## src/rtl/pfc_pkg.sv

```systemverilog
`timescale 1ns / 1ps
// ----------------------------------------------------------------------------
// pfc_pkg
// Shared types, codes and small helper functions of the Playfair cipher core.
// ----------------------------------------------------------------------------
package pfc_pkg;

    localparam int GRID_SIDE   = 5;
    localparam int CELLS       = GRID_SIDE * GRID_SIDE;
    localparam int LETTERS     = 26;
    localparam int LETTER_W    = 5;
    localparam int PLACE_W     = 5;
    localparam int COORD_W     = 3;
    localparam int QUEUE_DEPTH = 2;

    localparam logic [LETTER_W-1:0] LETTER_I = 5'd8;
    localparam logic [LETTER_W-1:0] LETTER_J = 5'd9;
    localparam logic [LETTER_W-1:0] LETTER_X = 5'd23;

    // Division by the grid side through a reciprocal: (p * 13) >> 6 is exact
    // for every cell index of the square.
    localparam int DIV_MUL   = 13;
    localparam int DIV_SHIFT = 6;

    typedef enum logic [2:0] {
        OP_START = 3'd0,
        OP_KEY   = 3'd1,
        OP_CLOSE = 3'd2,
        OP_TEXT  = 3'd3,
        OP_END   = 3'd4
    } op_t;

    typedef enum logic [1:0] {
        CMD_START,
        CMD_KEY,
        CMD_CLOSE,
        CMD_PAIR
    } cmd_kind_t;

    typedef struct packed {
        cmd_kind_t             kind;
        logic [LETTER_W-1:0]   first;
        logic [LETTER_W-1:0]   second;
    } cmd_t;

    typedef enum logic [2:0] {
        BK_IDLE,
        BK_CLOSE,
        BK_PLACE,
        BK_EMIT0,
        BK_EMIT1
    } back_state_t;

    function automatic logic [COORD_W-1:0] row_of(input logic [PLACE_W-1:0] p);
        logic [9:0] prod;
        prod = 10'(p) * 10'(DIV_MUL);
        return prod[DIV_SHIFT +: COORD_W];
    endfunction

    function automatic logic [COORD_W-1:0] col_of(input logic [PLACE_W-1:0] p);
        logic [PLACE_W-1:0] base;
        base = PLACE_W'(row_of(p)) * PLACE_W'(GRID_SIDE);
        return COORD_W'(p - base);
    endfunction

    function automatic logic [COORD_W-1:0] wrap_inc(input logic [COORD_W-1:0] v);
        return (v == COORD_W'(GRID_SIDE - 1)) ? '0 : COORD_W'(v + 1'b1);
    endfunction

    function automatic logic [PLACE_W-1:0] cell_index(input logic [COORD_W-1:0] r,
                                                      input logic [COORD_W-1:0] c);
        return PLACE_W'(PLACE_W'(r) * PLACE_W'(GRID_SIDE) + PLACE_W'(c));
    endfunction

endpackage

```

## src/rtl/pfc_ram.sv

```systemverilog
`timescale 1ns / 1ps
// ----------------------------------------------------------------------------
// pfc_ram
// Generic RAM with one write port and two registered read ports.
// ----------------------------------------------------------------------------
module pfc_ram #(
    parameter int WIDTH = 5,
    parameter int DEPTH = 32
) (
    input  logic                     aclk,
    input  logic                     we,
    input  logic [$clog2(DEPTH)-1:0] waddr,
    input  logic [WIDTH-1:0]         wdata,
    input  logic                     re,
    input  logic [$clog2(DEPTH)-1:0] raddr_a,
    input  logic [$clog2(DEPTH)-1:0] raddr_b,
    output logic [WIDTH-1:0]         rdata_a,
    output logic [WIDTH-1:0]         rdata_b
);

    logic [WIDTH-1:0] mem_reg [DEPTH];
    logic [WIDTH-1:0] rdata_a_reg;
    logic [WIDTH-1:0] rdata_b_reg;

    always_ff @(posedge aclk) begin
        if (we) begin
            mem_reg[waddr] <= wdata;
        end
        if (re) begin
            rdata_a_reg <= mem_reg[raddr_a];
            rdata_b_reg <= mem_reg[raddr_b];
        end
    end

    assign rdata_a = rdata_a_reg;
    assign rdata_b = rdata_b_reg;

endmodule

```

## src/rtl/pfc_front.sv

```systemverilog
`timescale 1ns / 1ps
// ----------------------------------------------------------------------------
// pfc_front
// Input side: folds J into I, pairs text letters and issues commands.
// ----------------------------------------------------------------------------
module pfc_front (
    input  logic                    aclk,
    input  logic                    aresetn,
    input  logic                    s_valid,
    output logic                    s_ready,
    input  logic [2:0]              s_operation,
    input  logic [4:0]              s_letter,
    input  logic                    q_full,
    output logic                    q_push,
    output pfc_pkg::cmd_t           q_cmd
);
    import pfc_pkg::*;

    logic                held_valid_reg;
    logic                held_valid_next;
    logic [LETTER_W-1:0] held_letter_reg;
    logic [LETTER_W-1:0] held_letter_next;
    logic [LETTER_W-1:0] folded;
    logic                in_range;
    logic                accept;
    logic                cmd_valid;

    assign s_ready  = !q_full;
    assign accept   = s_valid && s_ready;
    assign folded   = (s_letter == LETTER_J) ? LETTER_I : s_letter;
    assign in_range = (s_letter < LETTER_W'(LETTERS));

    always_comb begin
        cmd_valid        = 1'b0;
        q_cmd.kind       = CMD_START;
        q_cmd.first      = folded;
        q_cmd.second     = LETTER_X;
        held_valid_next  = held_valid_reg;
        held_letter_next = held_letter_reg;
        unique case (op_t'(s_operation))
            OP_START: begin
                cmd_valid  = 1'b1;
                q_cmd.kind = CMD_START;
            end
            OP_KEY: begin
                cmd_valid  = in_range;
                q_cmd.kind = CMD_KEY;
            end
            OP_CLOSE: begin
                cmd_valid  = 1'b1;
                q_cmd.kind = CMD_CLOSE;
            end
            OP_TEXT: begin
                q_cmd.kind = CMD_PAIR;
                if (in_range) begin
                    if (!held_valid_reg) begin
                        held_valid_next  = 1'b1;
                        held_letter_next = folded;
                    end else if (held_letter_reg == folded) begin
                        // A doubled letter is split by X and stays held.
                        cmd_valid = 1'b1;
                    end else begin
                        cmd_valid       = 1'b1;
                        q_cmd.first     = held_letter_reg;
                        q_cmd.second    = folded;
                        held_valid_next = 1'b0;
                    end
                end
            end
            OP_END: begin
                q_cmd.kind  = CMD_PAIR;
                q_cmd.first = held_letter_reg;
                if (held_valid_reg) begin
                    cmd_valid       = 1'b1;
                    held_valid_next = 1'b0;
                end
            end
            default: begin
                cmd_valid = 1'b0;
            end
        endcase
    end

    assign q_push = accept && cmd_valid;

    always_ff @(posedge aclk) begin
        if (!aresetn) begin
            held_valid_reg  <= 1'b0;
            held_letter_reg <= '0;
        end else if (accept) begin
            held_valid_reg  <= held_valid_next;
            held_letter_reg <= held_letter_next;
        end
    end

endmodule

```

## src/rtl/pfc_fifo.sv

```systemverilog
`timescale 1ns / 1ps
// ----------------------------------------------------------------------------
// pfc_fifo
// Short command queue between the input side and the execution side.
// ----------------------------------------------------------------------------
module pfc_fifo (
    input  logic           aclk,
    input  logic           aresetn,
    input  logic           push,
    input  pfc_pkg::cmd_t  push_cmd,
    output logic           full,
    input  logic           pop,
    output pfc_pkg::cmd_t  pop_cmd,
    output logic           empty
);
    import pfc_pkg::*;

    localparam int PTR_W   = (QUEUE_DEPTH > 1) ? $clog2(QUEUE_DEPTH) : 1;
    localparam int COUNT_W = $clog2(QUEUE_DEPTH + 1);

    cmd_t               entry_reg [QUEUE_DEPTH];
    logic [PTR_W-1:0]   wr_ptr_reg;
    logic [PTR_W-1:0]   wr_ptr_next;
    logic [PTR_W-1:0]   rd_ptr_reg;
    logic [PTR_W-1:0]   rd_ptr_next;
    logic [COUNT_W-1:0] count_reg;
    logic [COUNT_W-1:0] count_next;

    assign full    = (count_reg == COUNT_W'(QUEUE_DEPTH));
    assign empty   = (count_reg == '0);
    assign pop_cmd = entry_reg[rd_ptr_reg];

    always_comb begin
        wr_ptr_next = wr_ptr_reg;
        rd_ptr_next = rd_ptr_reg;
        count_next  = count_reg;
        if (push) begin
            wr_ptr_next = (wr_ptr_reg == PTR_W'(QUEUE_DEPTH - 1)) ? '0
                                                                  : PTR_W'(wr_ptr_reg + 1'b1);
        end
        if (pop) begin
            rd_ptr_next = (rd_ptr_reg == PTR_W'(QUEUE_DEPTH - 1)) ? '0
                                                                  : PTR_W'(rd_ptr_reg + 1'b1);
        end
        if (push && !pop) begin
            count_next = COUNT_W'(count_reg + 1'b1);
        end else if (pop && !push) begin
            count_next = COUNT_W'(count_reg - 1'b1);
        end
    end

    always_ff @(posedge aclk) begin
        if (push) begin
            entry_reg[wr_ptr_reg] <= push_cmd;
        end
    end

    always_ff @(posedge aclk) begin
        if (!aresetn) begin
            wr_ptr_reg <= '0;
            rd_ptr_reg <= '0;
            count_reg  <= '0;
        end else begin
            wr_ptr_reg <= wr_ptr_next;
            rd_ptr_reg <= rd_ptr_next;
            count_reg  <= count_next;
        end
    end

endmodule

```

## src/rtl/pfc_back.sv

```systemverilog
`timescale 1ns / 1ps
// ----------------------------------------------------------------------------
// pfc_back
// Execution side: builds the key square and encrypts letter pairs.
// ----------------------------------------------------------------------------
module pfc_back (
    input  logic           aclk,
    input  logic           aresetn,
    input  logic           q_empty,
    input  pfc_pkg::cmd_t  q_cmd,
    output logic           q_pop,
    output logic           m_valid,
    input  logic           m_ready,
    output logic [4:0]     m_cipher_letter,
    output logic           m_last_of_pair
);
    import pfc_pkg::*;

    back_state_t         state_reg;
    back_state_t         state_next;
    logic [PLACE_W-1:0]  fill_reg;
    logic [PLACE_W-1:0]  fill_next;
    logic [LETTERS-1:0]  used_reg;
    logic [LETTERS-1:0]  used_next;
    logic [LETTER_W-1:0] k_reg;
    logic [LETTER_W-1:0] k_next;
    logic                m_valid_reg;
    logic                m_valid_next;
    logic [LETTER_W-1:0] m_cipher_reg;
    logic [LETTER_W-1:0] m_cipher_next;
    logic                m_last_reg;
    logic                m_last_next;

    logic                slot_free;
    logic                place_en;
    logic [LETTER_W-1:0] place_letter;
    logic                do_place;
    logic                clear_key;
    logic                lp_re;
    logic                ks_re;
    logic                out_load;
    logic                out_second;

    logic [PLACE_W-1:0]  lp_rdata_a;
    logic [PLACE_W-1:0]  lp_rdata_b;
    logic [LETTER_W-1:0] ks_rdata_a;
    logic [LETTER_W-1:0] ks_rdata_b;
    logic [PLACE_W-1:0]  ks_raddr_a;
    logic [PLACE_W-1:0]  ks_raddr_b;
    logic [COORD_W-1:0]  ra, ca, rb, cb;

    assign slot_free = !m_valid_reg || m_ready;

    // Next state.
    always_comb begin
        state_next = state_reg;
        unique case (state_reg)
            BK_IDLE: begin
                if (!q_empty) begin
                    unique case (q_cmd.kind)
                        CMD_CLOSE: state_next = BK_CLOSE;
                        CMD_PAIR:  state_next = BK_PLACE;
                        default:   state_next = BK_IDLE;
                    endcase
                end
            end
            BK_CLOSE: begin
                if (k_reg == LETTER_W'(LETTERS - 1)) begin
                    state_next = BK_IDLE;
                end
            end
            BK_PLACE: state_next = BK_EMIT0;
            BK_EMIT0: begin
                if (slot_free) begin
                    state_next = BK_EMIT1;
                end
            end
            BK_EMIT1: begin
                if (slot_free) begin
                    state_next = BK_IDLE;
                end
            end
            default: state_next = BK_IDLE;
        endcase
    end

    // Outputs of the sequencer.
    always_comb begin
        q_pop        = 1'b0;
        place_en     = 1'b0;
        place_letter = q_cmd.first;
        clear_key    = 1'b0;
        lp_re        = 1'b0;
        ks_re        = 1'b0;
        out_load     = 1'b0;
        out_second   = 1'b0;
        unique case (state_reg)
            BK_IDLE: begin
                q_pop = !q_empty;
                if (!q_empty) begin
                    unique case (q_cmd.kind)
                        CMD_START: clear_key = 1'b1;
                        CMD_KEY:   place_en  = 1'b1;
                        CMD_PAIR:  lp_re     = 1'b1;
                        default:   place_en  = 1'b0;
                    endcase
                end
            end
            BK_CLOSE: begin
                place_letter = k_reg;
                place_en     = (k_reg != LETTER_J);
            end
            BK_PLACE: ks_re = 1'b1;
            BK_EMIT0: out_load = slot_free;
            BK_EMIT1: begin
                out_load   = slot_free;
                out_second = 1'b1;
            end
            default: q_pop = 1'b0;
        endcase
    end

    assign do_place = place_en && !used_reg[place_letter] && (fill_reg < PLACE_W'(CELLS));

    // Digraph rules, from the two places read out of the letter table.
    always_comb begin
        ra = row_of(lp_rdata_a);
        ca = col_of(lp_rdata_a);
        rb = row_of(lp_rdata_b);
        cb = col_of(lp_rdata_b);
        if (ra == rb) begin
            ks_raddr_a = cell_index(ra, wrap_inc(ca));
            ks_raddr_b = cell_index(rb, wrap_inc(cb));
        end else if (ca == cb) begin
            ks_raddr_a = cell_index(wrap_inc(ra), ca);
            ks_raddr_b = cell_index(wrap_inc(rb), cb);
        end else begin
            ks_raddr_a = cell_index(ra, cb);
            ks_raddr_b = cell_index(rb, ca);
        end
    end

    pfc_ram #(
        .WIDTH (LETTER_W),
        .DEPTH (CELLS)
    ) u_key_square (
        .aclk    (aclk),
        .we      (do_place),
        .waddr   (fill_reg),
        .wdata   (place_letter),
        .re      (ks_re),
        .raddr_a (ks_raddr_a),
        .raddr_b (ks_raddr_b),
        .rdata_a (ks_rdata_a),
        .rdata_b (ks_rdata_b)
    );

    pfc_ram #(
        .WIDTH (PLACE_W),
        .DEPTH (LETTERS)
    ) u_letter_place (
        .aclk    (aclk),
        .we      (do_place),
        .waddr   (place_letter),
        .wdata   (fill_reg),
        .re      (lp_re),
        .raddr_a (q_cmd.first),
        .raddr_b (q_cmd.second),
        .rdata_a (lp_rdata_a),
        .rdata_b (lp_rdata_b)
    );

    always_comb begin
        fill_next = fill_reg;
        used_next = used_reg;
        if (clear_key) begin
            fill_next = '0;
            used_next = '0;
        end else if (do_place) begin
            fill_next               = PLACE_W'(fill_reg + 1'b1);
            used_next[place_letter] = 1'b1;
        end
        k_next = (state_reg == BK_CLOSE) ? LETTER_W'(k_reg + 1'b1) : '0;

        m_valid_next  = m_valid_reg && !m_ready;
        m_cipher_next = m_cipher_reg;
        m_last_next   = m_last_reg;
        if (out_load) begin
            m_valid_next  = 1'b1;
            m_cipher_next = out_second ? ks_rdata_b : ks_rdata_a;
            m_last_next   = out_second;
        end
    end

    always_ff @(posedge aclk) begin
        if (!aresetn) begin
            state_reg   <= BK_IDLE;
            fill_reg    <= '0;
            used_reg    <= '0;
            k_reg       <= '0;
            m_valid_reg <= 1'b0;
        end else begin
            state_reg   <= state_next;
            fill_reg    <= fill_next;
            used_reg    <= used_next;
            k_reg       <= k_next;
            m_valid_reg <= m_valid_next;
        end
    end

    always_ff @(posedge aclk) begin
        m_cipher_reg <= m_cipher_next;
        m_last_reg   <= m_last_next;
    end

    assign m_valid         = m_valid_reg;
    assign m_cipher_letter = m_cipher_reg;
    assign m_last_of_pair  = m_last_reg;

endmodule

```

## src/rtl/playfair_digraph_cipher_core.sv

```systemverilog
`timescale 1ns / 1ps
// ----------------------------------------------------------------------------
// playfair_digraph_cipher_core
// Playfair encryption of letters A=0..Z=25 with a loadable 5x5 key square.
// ----------------------------------------------------------------------------
// Usage: the s_ channel takes one operation per transfer (start key, key
// letter, close key, text letter, end of text) with its letter. The m_
// channel returns cipher letters, two per pair, m_last_of_pair set on the
// second. Input and output are parted by a two-entry command queue, so the
// input keeps taking items while a result waits on the output.
// Sequencing: a key letter or start is handled at dispatch in the execution
// side, a close key steps through the alphabet letters after dispatch, and a
// pair passes dispatch together with the letter-place read, the key-square
// read, then one output state per cipher letter. These steps are set by the
// two registered RAM reads of the execution sequencer. The queue entry, the
// letter-place read, the key-square read and the output register lie between
// the text transfer that completes a pair and its first cipher letter.
// Reset clears the queue, the held text letter, the fill count and the used
// letter flags; the key square must be loaded again before use. When the
// receiver holds m_ready low, the output register holds, the sequencer waits
// and the queue fills, after which s_ready drops.
// ----------------------------------------------------------------------------
module playfair_digraph_cipher_core (
    input  logic       aclk,
    input  logic       aresetn,
    input  logic       s_valid,
    output logic       s_ready,
    input  logic [2:0] s_operation,
    input  logic [4:0] s_letter,
    output logic       m_valid,
    input  logic       m_ready,
    output logic [4:0] m_cipher_letter,
    output logic       m_last_of_pair
);
    import pfc_pkg::*;

    logic q_push;
    logic q_pop;
    logic q_full;
    logic q_empty;
    cmd_t push_cmd;
    cmd_t pop_cmd;

    pfc_front u_front (
        .aclk        (aclk),
        .aresetn     (aresetn),
        .s_valid     (s_valid),
        .s_ready     (s_ready),
        .s_operation (s_operation),
        .s_letter    (s_letter),
        .q_full      (q_full),
        .q_push      (q_push),
        .q_cmd       (push_cmd)
    );

    pfc_fifo u_fifo (
        .aclk     (aclk),
        .aresetn  (aresetn),
        .push     (q_push),
        .push_cmd (push_cmd),
        .full     (q_full),
        .pop      (q_pop),
        .pop_cmd  (pop_cmd),
        .empty    (q_empty)
    );

    pfc_back u_back (
        .aclk            (aclk),
        .aresetn         (aresetn),
        .q_empty         (q_empty),
        .q_cmd           (pop_cmd),
        .q_pop           (q_pop),
        .m_valid         (m_valid),
        .m_ready         (m_ready),
        .m_cipher_letter (m_cipher_letter),
        .m_last_of_pair  (m_last_of_pair)
    );

`ifndef SYNTHESIS
    a_queue_no_overflow: assert property (@(posedge aclk) disable iff (!aresetn)
        !(q_push && q_full))
        else $error("command queue written while full");

    a_queue_no_underflow: assert property (@(posedge aclk) disable iff (!aresetn)
        q_pop |-> !q_empty)
        else $error("command queue read while empty");

    a_pair_second_follows: assert property (@(posedge aclk) disable iff (!aresetn)
        (m_valid && m_ready && !m_last_of_pair) |=> (m_valid && m_last_of_pair))
        else $error("second letter of a pair did not follow the first");
`endif

endmodule
```

## config.mk

```make
export PLATFORM = sky130hd
export DESIGN_NAME = playfair_digraph_cipher_core
export DESIGN_NICKNAME = d
export VERILOG_FILES = /design/src/rtl/pfc_pkg.sv /design/src/rtl/pfc_ram.sv /design/src/rtl/pfc_front.sv /design/src/rtl/pfc_fifo.sv /design/src/rtl/pfc_back.sv /design/src/rtl/playfair_digraph_cipher_core.sv
export SDC_FILE = /design/constraint.sdc
export NUM_CORES = 1
export LEC_CHECK = 0
export BUFFER_PORTS_ARGS = -buffer_cell sky130_fd_sc_hd__buf_2
export CAP_MARGIN = 20
export CORE_ASPECT_RATIO = 1.25
export CORE_MARGIN = 2
export CORE_UTILIZATION = 58
export CTS_BUF_LIST = sky130_fd_sc_hd__clkbuf_16
export DETAILED_ROUTE_END_ITERATION = 7
export PLACE_DENSITY_LB_ADDON = 0.12
export RECOVER_POWER = 25
export SYNTH_ARGS = -nofsm -noshare
export SYNTH_HDL_FRONTEND = slang
export SYNTH_SLANG_ARGS = --single-unit
```

## constraint.sdc

```tcl
create_clock -name aclk -period 6.5 [get_ports aclk]
set_input_delay 0.325 -clock aclk [delete_from_list [all_inputs] [get_ports aclk]]
set_output_delay 0.325 -clock aclk [all_outputs]
set_load 0.005 [all_outputs]
```

# == Word-level counts from Yosys, hierarchy flattened ==
# Memories as Yosys holds them, arrays and structs flattened. A register that Yosys moved wholly into a read port is not among the register bits.
# Cells that the tools add are included.
# totals
ff_bits,56
latch_bits,0
ram_bits,279
romBits,0
input_bits,12
word_cells,161
mem_count,3
# classes
n_addsub,18
n_mul,6
div,0
order_cmp,4
eq_ne,27
shifts,0
n_mux,58
bitwise,3
reduce_logical,30
# mem_list
name,depth,word_bits,read_ports,rd_clocked_by_memory_dff,wr,line,text
u_back.u_letter_place.mem_reg,26,5,2,2,1,pfc_ram.sv:21,logic [WIDTH-1:0] mem_reg [DEPTH];
u_back.u_key_square.mem_reg,25,5,2,2,1,pfc_ram.sv:21,
u_fifo.entry_reg,2,12,1,1,1,pfc_fifo.sv:21,cmd_t entry_reg [QUEUE_DEPTH];
# ops
cell,n
5-bit two-way mux,8
5-bit by 3-bit adder with 5-bit output,6
10-bit two-way mux,3
1-bit two-way mux,28
26-bit OR,1
3-bit two-way mux,8
3-bit by 3-bit multiplier with 5-bit output (second input constant),4
3-bit == test (second input constant),6
5-bit by 4-bit multiplier with 9-bit output (second input constant),2
3-bit one-hot mux with 5 select lines,1
3-bit by 1-bit adder with 3-bit output (second input constant),4
3-bit by 2-bit == test with 1-bit output (second input constant),4
5-bit by 1-bit adder with 5-bit output (second input constant),2
5-bit less-than comparator (second input constant),2
5-bit one-hot mux with 2 select lines,1
1-bit logical AND,8
2-bit by 1-bit inequality test with 1-bit output (second input constant),4
4-bit AND reduction,2
2-bit OR reduction,4
1-bit logical NOT,7
2-bit == test (second input constant),3
3-bit by 1-bit == test with 1-bit output (second input constant),2
3-bit == test,2
3-bit logical NOT,2
25 further kinds,32

# == Logic depth before layout (Yosys ltp) ==
# Gate-level depths: netlist of run 1.
# depth
depth_word,9
mapped_depth,26

# == Cells and area by module ==
# Synthesis of run 1 repeated with hierarchy kept, for this count alone.
# hier_totals
cells_unflattened,1394
area_unflattened_um2,19008.2
# modules_own_cells
module,n_inst,cells_each,area_per_inst_um2,seq_area_each_um2
pfc_ram (u_back.u_letter_place),1,412,6597.6,4204.0
pfc_ram (u_back.u_key_square),1,358,6361.1,4053.9
pfc_back,1,494,4390.5,980.9
pfc_fifo,1,59,1079.8,820.8
pfc_front,1,71,579.3,120.1

# == Worst setup path before layout of run 1 ==
# Ideal clock, no wire load.
# synth_path
path_kind,register to register
from,"register u_back.u_letter_place.rdata_b_reg[2], in the netlist u_back.u_letter_place.rdata_b[2] (read register of u_back.u_letter_place.mem_reg)"
to,"register u_back.u_key_square.rdata_b_reg[0], in the netlist u_back.u_key_square.rdata_b[0] (read register of u_back.u_key_square.mem_reg) (data pin)"
setup_ns,0.138
arrival_time_ns,6.023
slack_ns,0.339
stages_incl_launch_ff,25
path_buffers,2
period_less_slack_ns,6.161
path_cell_list,edfxtp_1 -> ha_1 -> fa_1 -> ha_1 -> a41o_1 -> a211oi_2 -> a21oi_2 -> buf_2 -> ha_1 -> fa_1 -> xnor3_1 -> inv_1 -> ha_1 -> ha_1 -> a21o_1 -> a21oi_1 -> xor2_1 -> and4_1 -> a311oi_1 -> a21oi_1 -> or3_1 -> clkbuf_1 -> nor3_1 -> a22oi_1 -> nand4_1
# synth_between
elab_chain_cells,7
# synth_lines
item,line,text
from (decl),pfc_ram.sv:23,logic [WIDTH-1:0] rdata_b_reg;
5-bit by 4-bit multiplier with 9-bit output,pfc_pkg.sv:56,prod = 10'(p) * 10'(DIV_MUL);
"3-bit by 3-bit multiplier with 5-bit output, or another cell as far along",pfc_pkg.sv:62,base = PLACE_W'(row_of(p)) * PLACE_W'(GRID_SIDE);
3-bit subtractor or 3-bit two-way mux (tied branches),"pfc_pkg.sv:63, pfc_pkg.sv:67",
"3-bit by 1-bit adder with 3-bit output, or another cell as far along",pfc_pkg.sv:67,return (v == COORD_W'(GRID_SIDE - 1)) ? '0 : COORD_W'(v + 1'b1);
3-bit two-way mux or 5-bit by 3-bit adder with 5-bit output (tied branches),"pfc_pkg.sv:67, pfc_pkg.sv:72",
5-bit by 3-bit adder with 5-bit output or 5-bit two-way mux (tied branches),"pfc_pkg.sv:72, pfc_back.sv:134",
5-bit two-way mux (*),pfc_back.sv:131,if (ra == rb) begin
to (decl),pfc_ram.sv:23,
# Mark *: on every way between the ends. The rest lies on a longest branch, timed or not.
# A chain may end at the register's enable or synchronous reset.

# == Worst setup path after layout of run 1 ==
# layout_path
from,"register u_back.u_letter_place.rdata_a_reg[2], in the netlist u_back.u_letter_place.rdata_a[2] (read register of u_back.u_letter_place.mem_reg)"
to,"register u_back.u_key_square.rdata_b_reg[1], in the netlist u_back.u_key_square.rdata_b[1] (read register of u_back.u_key_square.mem_reg) (data pin)"
# layout_between
elab_chain_cells,6
# layout_lines
item,line,text
from (decl),pfc_ram.sv:22,logic [WIDTH-1:0] rdata_a_reg;
5-bit by 4-bit multiplier with 9-bit output,pfc_pkg.sv:56,
3-bit by 3-bit multiplier with 5-bit output,pfc_pkg.sv:62,
3-bit subtractor,pfc_pkg.sv:63,return COORD_W'(p - base);
5-bit by 3-bit adder with 5-bit output or 3-bit == test (tied branches),"pfc_pkg.sv:72, pfc_back.sv:134",
5-bit two-way mux,pfc_back.sv:134,end else if (ca == cb) begin
5-bit two-way mux (*),pfc_back.sv:131,
# Marked as above.

==> flow_summary.json, run 1 <==
{
  "status": "complete, but fails checks",
  "violations": "DRC, capacitance limit, slew limit",
  "syn_inst": 1604,
  "required_ns": 6.78,
  "yosysWarningCount": 0,
  "setup_violations": 0,
  "synth_ff_type": "edfxtp_1",
  "cap_viol_max_count": 3,
  "grt_pass1_wl_mm": 78.9,
  "final_common_cell": "edfxtp_1",
  "setup_slack_ns": 0.170,
  "io_buffers": 19,
  "hold_path_class": "input pin to flip-flop",
  "utilization_pct": 65.3,
  "grt_usage_pct": 29.5,
  "drt-initial-drc-count": 1218,
  "drive_gt1_share_pct": 15.4,
  "clock_path_buffers": 3,
  "arrival_ns": 6.61,
  "drcViolationCount": 2,
  "instances_no_fill": 2079,
  "fin_nets": 1713,
  "die_w_um": 167,
  "synth.distinct_cells": 100,
  "wl_per_cell_um": 24.5,
  "clock-sinks": 356,
  "areaGrowthSynthToFinish_pct": 10.7,
  "syn-cell-area_um2": 19300,
  "syn_nets": 1685,
  "critPathMaxFanout": 40,
  "postSynthAreaPerCell_um2": 12.1,
  "drt-pass1-iter-count": 7,
  "clk_latency_ns": 0.55,
  "worst_setup_path_start_kind": "flip-flop",
  "grt_pass1_vias": 13700,
  "die_area_um2": 34800,
  "pin_count": 20,
  "worst_setup_path_end_kind": "flip-flop",
  "critical_path_class": "flip-flop to flip-flop",
  "wl_mm": 51.0,
  "vias": 13700,
  "htree_levels": 2,
  "rows": 74,
  "maxSlewHeadroom_pct": -17.4,
  "dp_slack_ns": 0.178,
  "clk_pin_slew_worst_paths_ns": 0.07,
  "max_freq_ghz": 0.158,
  "antenna_found_initial": 1,
  "drv_slew": 108,
  "grt-ovfl-total": 0,
  "cts_tree": "yes",
  "dpl.hpwl_mm": 35.4,
  "die_h_um": 208,
  "min_period_ns": 6.33,
  "root_buffer": "clkbuf_16",
  "final_cell_mix": "305 x edfxtp_1, 249 x nand2_1, 97 x nor2_1",
  "start_util_pct": 59.0,
  "tightest_slew_ns": 1.76,
  "synth_edf_count": 305,
  "grt_max_degree": 61,
  "ys_ff_latch": 356,
  "postCtsHoldBufs": 0,
  "largest_register_ffs": 130,
  "clock_skew_ns": 0.0273,
  "cts_made_buffers": 37,
  "gp_congestion": 0.948,
  "place_inst": 2009,
  "via_per_inst": 6.57,
  "hold_violations": 0,
  "yosysSeqAreaShare_pct": 52.6,
  "core_area_um2": 32800,
  "ant_nets": 0,
  "ys_async_sr_fraction_pct": 0,
  "fin_crit_sh_pct": 97.4
}
-- critical path: stages, from the launching register on --
cell,delay [ns]
edfxtp_1,0.49
ha_1,0.34
fa_1,0.47
ha_1,0.33
a41o_1,0.29
a211oi_2,0.43
nor2_4,0.05
ha_1,0.20
fa_1,0.38
xor3_1,0.48
xor2_1,0.23
nand3_1,0.35
nand2_1,0.19
o31a_1,0.24
a21o_2,0.18
buf_12,0.25
mux4_2,0.63
a32oi_1,0.30
nand4_1,0.15
-- timing repair --
action,in CTS,in global routing
endpoints found under the setup margin,0,9
resized for setup,0,15
setup buffers,0,2
-- logic make-up (layout without fill, tap and decap cells) --
logic type               Yosys count  in the layout  share of synthesized area, %
AND/OR/NAND/NOR                  551            551                          13.3
buffers and inverters            125            181                          2.74
flip-flops                       356            356                          52.6
multiplexers                     171            171                          12.6
other                              0              1                             0
XOR/XNOR                          45             45                          2.50
AO/OA/AOI/OAI                    287            287                          11.6
adder cells (fa/ha/maj)           69             69                          4.70
-- through the flow --
step	TNS, ns	hold WS, ns	instance area [um2]
global placement	0	0.442	20100
CTS	0	0.0622	21400
floorplan	0	0.435	19300
finish	0	0.0754	21400
detailed placement	0	0.453	20100
global route	-0.00732	0.101	21400
-- synthesized netlist by cell type (all sizes together) (15+ instances only) --
cell type | instances | area [um2]
a21oi | 37 | 189
a311oi | 31 | 272
a32oi | 28 | 245
and3 | 33 | 206
buf | 30 | 171
clkbuf | 51 | 191
dfxtp | 51 | 1020
edfxtp | 305 | 9160
ha | 63 | 788
inv | 43 | 164
mux2 | 30 | 338
mux2i | 88 | 906
mux4 | 53 | 1190
nand2 | 249 | 935
nand3 | 57 | 303
nor2 | 99 | 382
nor2b | 15 | 93.8
nor3 | 19 | 111
o21a | 34 | 263
o21ai | 30 | 173
xnor2 | 27 | 278
xor2 | 16 | 159
-- per-layer routing --
layer  share of wire, %  wire [um]  global-route usage [%]  up-vias
li1                   -          -                       -     6202
met1                 38      19300                    35.9     6750
met2                 51      25800                    51.8      557
met3                6.4       3270                    4.24      144
met4                5.0       2560                    14.0        0
met5                  0          0                       0        -
-- layout make-up --
class                           instances  area (um2)
Fill cell                            2525       11400
Sequential cell                       356       10200
Multi-Input combinational cell       1123        8760
Clock buffer                           37         926
Tap cell                              418         523
Timing Repair Buffer                   70         498
Clock inverter                         30         363
Inverter                               44         168
Antenna cell                            1        2.50
-- path summary, 6_finish.rpt --
kind	startpoint	end	slack [ns]	depth (start not counted)
setup reg to reg	u_back.u_letter_place.rdata_a[2]$_DFFE_PP_	u_back.u_key_square.rdata_b[1]$_DFFE_PN_	0.17	18
hold reg to reg	u_back.used_reg[1]$_SDFFE_PP0P_	u_back.used_reg[1]$_SDFFE_PP0P_	0.46	1
setup / recovery	u_back.u_letter_place.rdata_a[2]$_DFFE_PP_	u_back.u_key_square.rdata_b[1]$_DFFE_PN_	0.17	18
hold / removal	m_ready	u_back.state_reg[2]$_SDFFE_PN0P_	0.08	4
Power of run 1 is not shown: default switching activity piles up to over one toggle a cycle in this logic, so the estimate is an artifact.
==> inputs of run 2 (changes only) <==
--- a/config.mk
+++ b/config.mk
@@ -8,7 +8,6 @@
 export BUFFER_PORTS_ARGS = -buffer_cell sky130_fd_sc_hd__buf_2
 export CAP_MARGIN = 20
 export CORE_ASPECT_RATIO = 1.25
-export CORE_MARGIN = 2
 export CORE_UTILIZATION = 58
 export CTS_BUF_LIST = sky130_fd_sc_hd__clkbuf_16
 export DETAILED_ROUTE_END_ITERATION = 7
==> run 2 against run 1 <==
Against the previous run: the run still ends with DRC, capacitance limit, slew limit left; via count rose by 0.17%; non-clock buffer count did not move; clock skew barely moved; wire length fell by 1.8%; critical path depth rose by 4; worst setup slack improved by 0.035 ns; highest routed layer unchanged.
==> flow_summary.json, run 2 (synthesis gave the netlist of run 1 again) <==
{
  "die_w_um": 165,
  "hold_depth": 4,
  "die_h_um": 206,
  "clock_skew_ns": 0.0272,
  "grt_max_degree": 61,
  "start_util_pct": 59.0,
  "reg2reg_from": "u_back.u_letter_place.rdata_b[1]$_DFFE_PP_",
  "via_per_inst": 6.58,
  "fillers": 2508,
  "drv_slew": 140,
  "required_ns": 6.89,
  "status": "complete, but fails checks",
  "fin_nets": 1712,
  "cp_slowest_cell": "or3_4",
  "fin_crit_sh_pct": 96.8,
  "clock-sinks": 356,
  "die_area_um2": 34100,
  "cts_tree": "yes",
  "ant_nets": 0,
  "min_to": "u_back.state_reg[2]$_SDFFE_PN0P_",
  "gp_congestion": 0.980,
  "drt-initial-drc-count": 1322,
  "grt_pass1_wl_mm": 76.3,
  "grt_setup_unrepaired": "true",
  "areaGrowthSynthToFinish_pct": 10.0,
  "rows": 74,
  "final_common_cell": "edfxtp_1",
  "antenna_found_initial": 0,
  "hold_violations": 0,
  "maxSlewHeadroom_pct": -20.1,
  "path_delay_family": "adder cells",
  "antenna_cells": 0,
  "max_freq_ghz": 0.159,
  "worstHoldStart": "m_ready",
  "path_cells": "ha_1 -> fa_1 -> ha_1 -> a41o_1 -> a211oi_4 -> a21oi_2 -> ha_1 -> fa_1 -> xnor3_2 -> inv_1 -> ha_1 -> ha_1 -> a21o_1 -> a21oi_1 -> xor2_1 -> and4_1 -> a311oi_1 -> a21oi_1 -> or3_4 -> nor3_2 -> a22oi_1 -> nand4_1",
  "setup_violations": 0,
  "timing.rr.end": "u_back.u_key_square.rdata_b[0]$_DFFE_PN_",
  "tightest_slew_ns": 1.80,
  "arrival_ns": 6.69,
  "worst_setup_path_start_kind": "flip-flop",
  "drive_gt1_share_pct": 15.2,
  "critPathMostFrequentCell": "ha_1",
  "drcViolationCount": 2,
  "largest_register_ffs": 130,
  "r2r_slack_ns": 0.20,
  "cap_viol_max_count": 4,
  "clk_latency_ns": 0.55,
  "wl_per_cell_um": 24.1,
  "grt_pass1_vias": 13300,
  "worst_setup_path_end_kind": "flip-flop",
  "min_period_ns": 6.30,
  "io_buffers": 19,
  "final_cell_mix": "305 x edfxtp_1, 249 x nand2_1, 97 x nor2_1",
  "wl_mm": 50.1,
  "ff2ff_path_depth": 22,
  "cpPeakStageDelay_ns": 0.49,
  "cts_made_buffers": 36,
  "grt_usage_pct": 30.1,
  "clock_path_buffers": 3,
  "post_dp_cell_area_um2": 20100,
  "violations": "DRC, capacitance limit, slew limit",
  "grt-ovfl-total": 0,
  "htree_levels": 2,
  "crit_buf_inv": 1,
  "critical_path_class": "flip-flop to flip-flop",
  "pin_count": 20,
  "dpl.hpwl_mm": 34.5,
  "final_cell_area_um2": 21300,
  "drt-pass1-iter-count": 8,
  "clk_pin_slew_worst_paths_ns": 0.07,
  "hold_path_class": "input pin to flip-flop",
  "critPathMaxFanout": 8,
  "root_buffer": "clkbuf_16",
  "core_area_um2": 32800,
  "vias": 13700
}
run 2: cell count changes in the layout (fill, tap and decap cells not counted), moves of 2 or more:
cell	before	now
bufinv_16	7	3
inv_6	4	1
clkinvlp_4	1	3
inv_1	43	46
clkinv_2	4	8
buf_2	13	11
clkbuf_1	12	14
run 2: per-layer routing:
layer / up-vias / part of all wire [%] / GRT usage, %
met5: - / 0 / 0
met4: 0 / 4.8 / 14.2
met3: 148 / 6.1 / 3.83
met2: 569 / 51 / 51.9
met1: 6750 / 38 / 37.3
li1: 6209 / - / -
run 2: how the worst max path moves through the flow:
stage                                                     startpoint                                  endpoint  slack (ns)  cells past startpoint
after floorplan           u_back.u_letter_place.rdata_b[2]$_DFFE_PP_  u_back.u_key_square.rdata_b[0]$_DFFE_PN_        0.34                     24
after global placement    u_back.u_letter_place.rdata_b[1]$_DFFE_PP_  u_back.u_key_square.rdata_b[3]$_DFFE_PN_        0.20                     22
after detailed placement  u_back.u_letter_place.rdata_b[1]$_DFFE_PP_  u_back.u_key_square.rdata_b[0]$_DFFE_PN_       -0.05                     22
after CTS                 u_back.u_letter_place.rdata_b[1]$_DFFE_PP_  u_back.u_key_square.rdata_b[3]$_DFFE_PN_        0.02                     22
after global routing      u_back.u_letter_place.rdata_b[1]$_DFFE_PP_  u_back.u_key_square.rdata_b[0]$_DFFE_PN_       -0.04                     22
final                     u_back.u_letter_place.rdata_b[1]$_DFFE_PP_  u_back.u_key_square.rdata_b[0]$_DFFE_PN_        0.20                     22
run 2: cell type report:
| type | instances | area [um2] | share of cell area [%] |
|---|---|---|---|
| Clock inverter | 30 | 255 | 1.20 |
| Tap cell | 418 | 523 | 2.46 |
| Clock buffer | 36 | 901 | 4.23 |
| Timing Repair Buffer | 70 | 495 | 2.33 |
| Sequential cell | 356 | 10200 | 47.8 |
| Multi-Input combinational cell | 1123 | 8770 | 41.2 |
| Inverter | 44 | 168 | 0.788 |
run 2: repair_timing:
item	CTS	global route
gates resized for setup	4	13
pin swaps	0	1
setup endpoints to repair	4	9
buffers inserted	0	2
hold buffers	0	0
hold endpoints to repair	0	0
run 2: through the flow:
| stage | setup slack, ns | util, % | TNS (ns) | hold slack [ns] | cells |
|---|---|---|---|---|---|
| 6_report | 0.205 | 65.0 | 0 | 0.0882 | 2077 |
| 5_1_grt | -0.0415 | 65.0 | -0.140 | 0.122 | 2077 |
| 4_1_cts | 0.0153 | 64.8 | 0 | 0.0702 | 2075 |
| 3_5_place_dp | -0.0482 | 61.2 | -0.0694 | 0.448 | 2009 |
| 3_3_place_gp | 0.199 | 61.2 | 0 | 0.441 | 2009 |
| 2_1_floorplan | 0.339 | - | 0 | 0.435 | 1604 |
run 2: worst reg2reg max path: stages, from the launching register on:
cell and delay, ns:
edfxtp_1 0.43, ha_1 0.34, fa_1 0.46, ha_1 0.35, a41o_1 0.30, a211oi_4 0.30
a21oi_2 0.07, ha_1 0.21, fa_1 0.39, xnor3_2 0.44, inv_1 0.12, ha_1 0.27
ha_1 0.31, a21o_1 0.15, a21oi_1 0.16, xor2_1 0.12, and4_1 0.21, a311oi_1 0.26
a21oi_1 0.16, or3_4 0.49, nor3_2 0.32, a22oi_1 0.15, nand4_1 0.13
Power of run 2 is left out for the same reason.
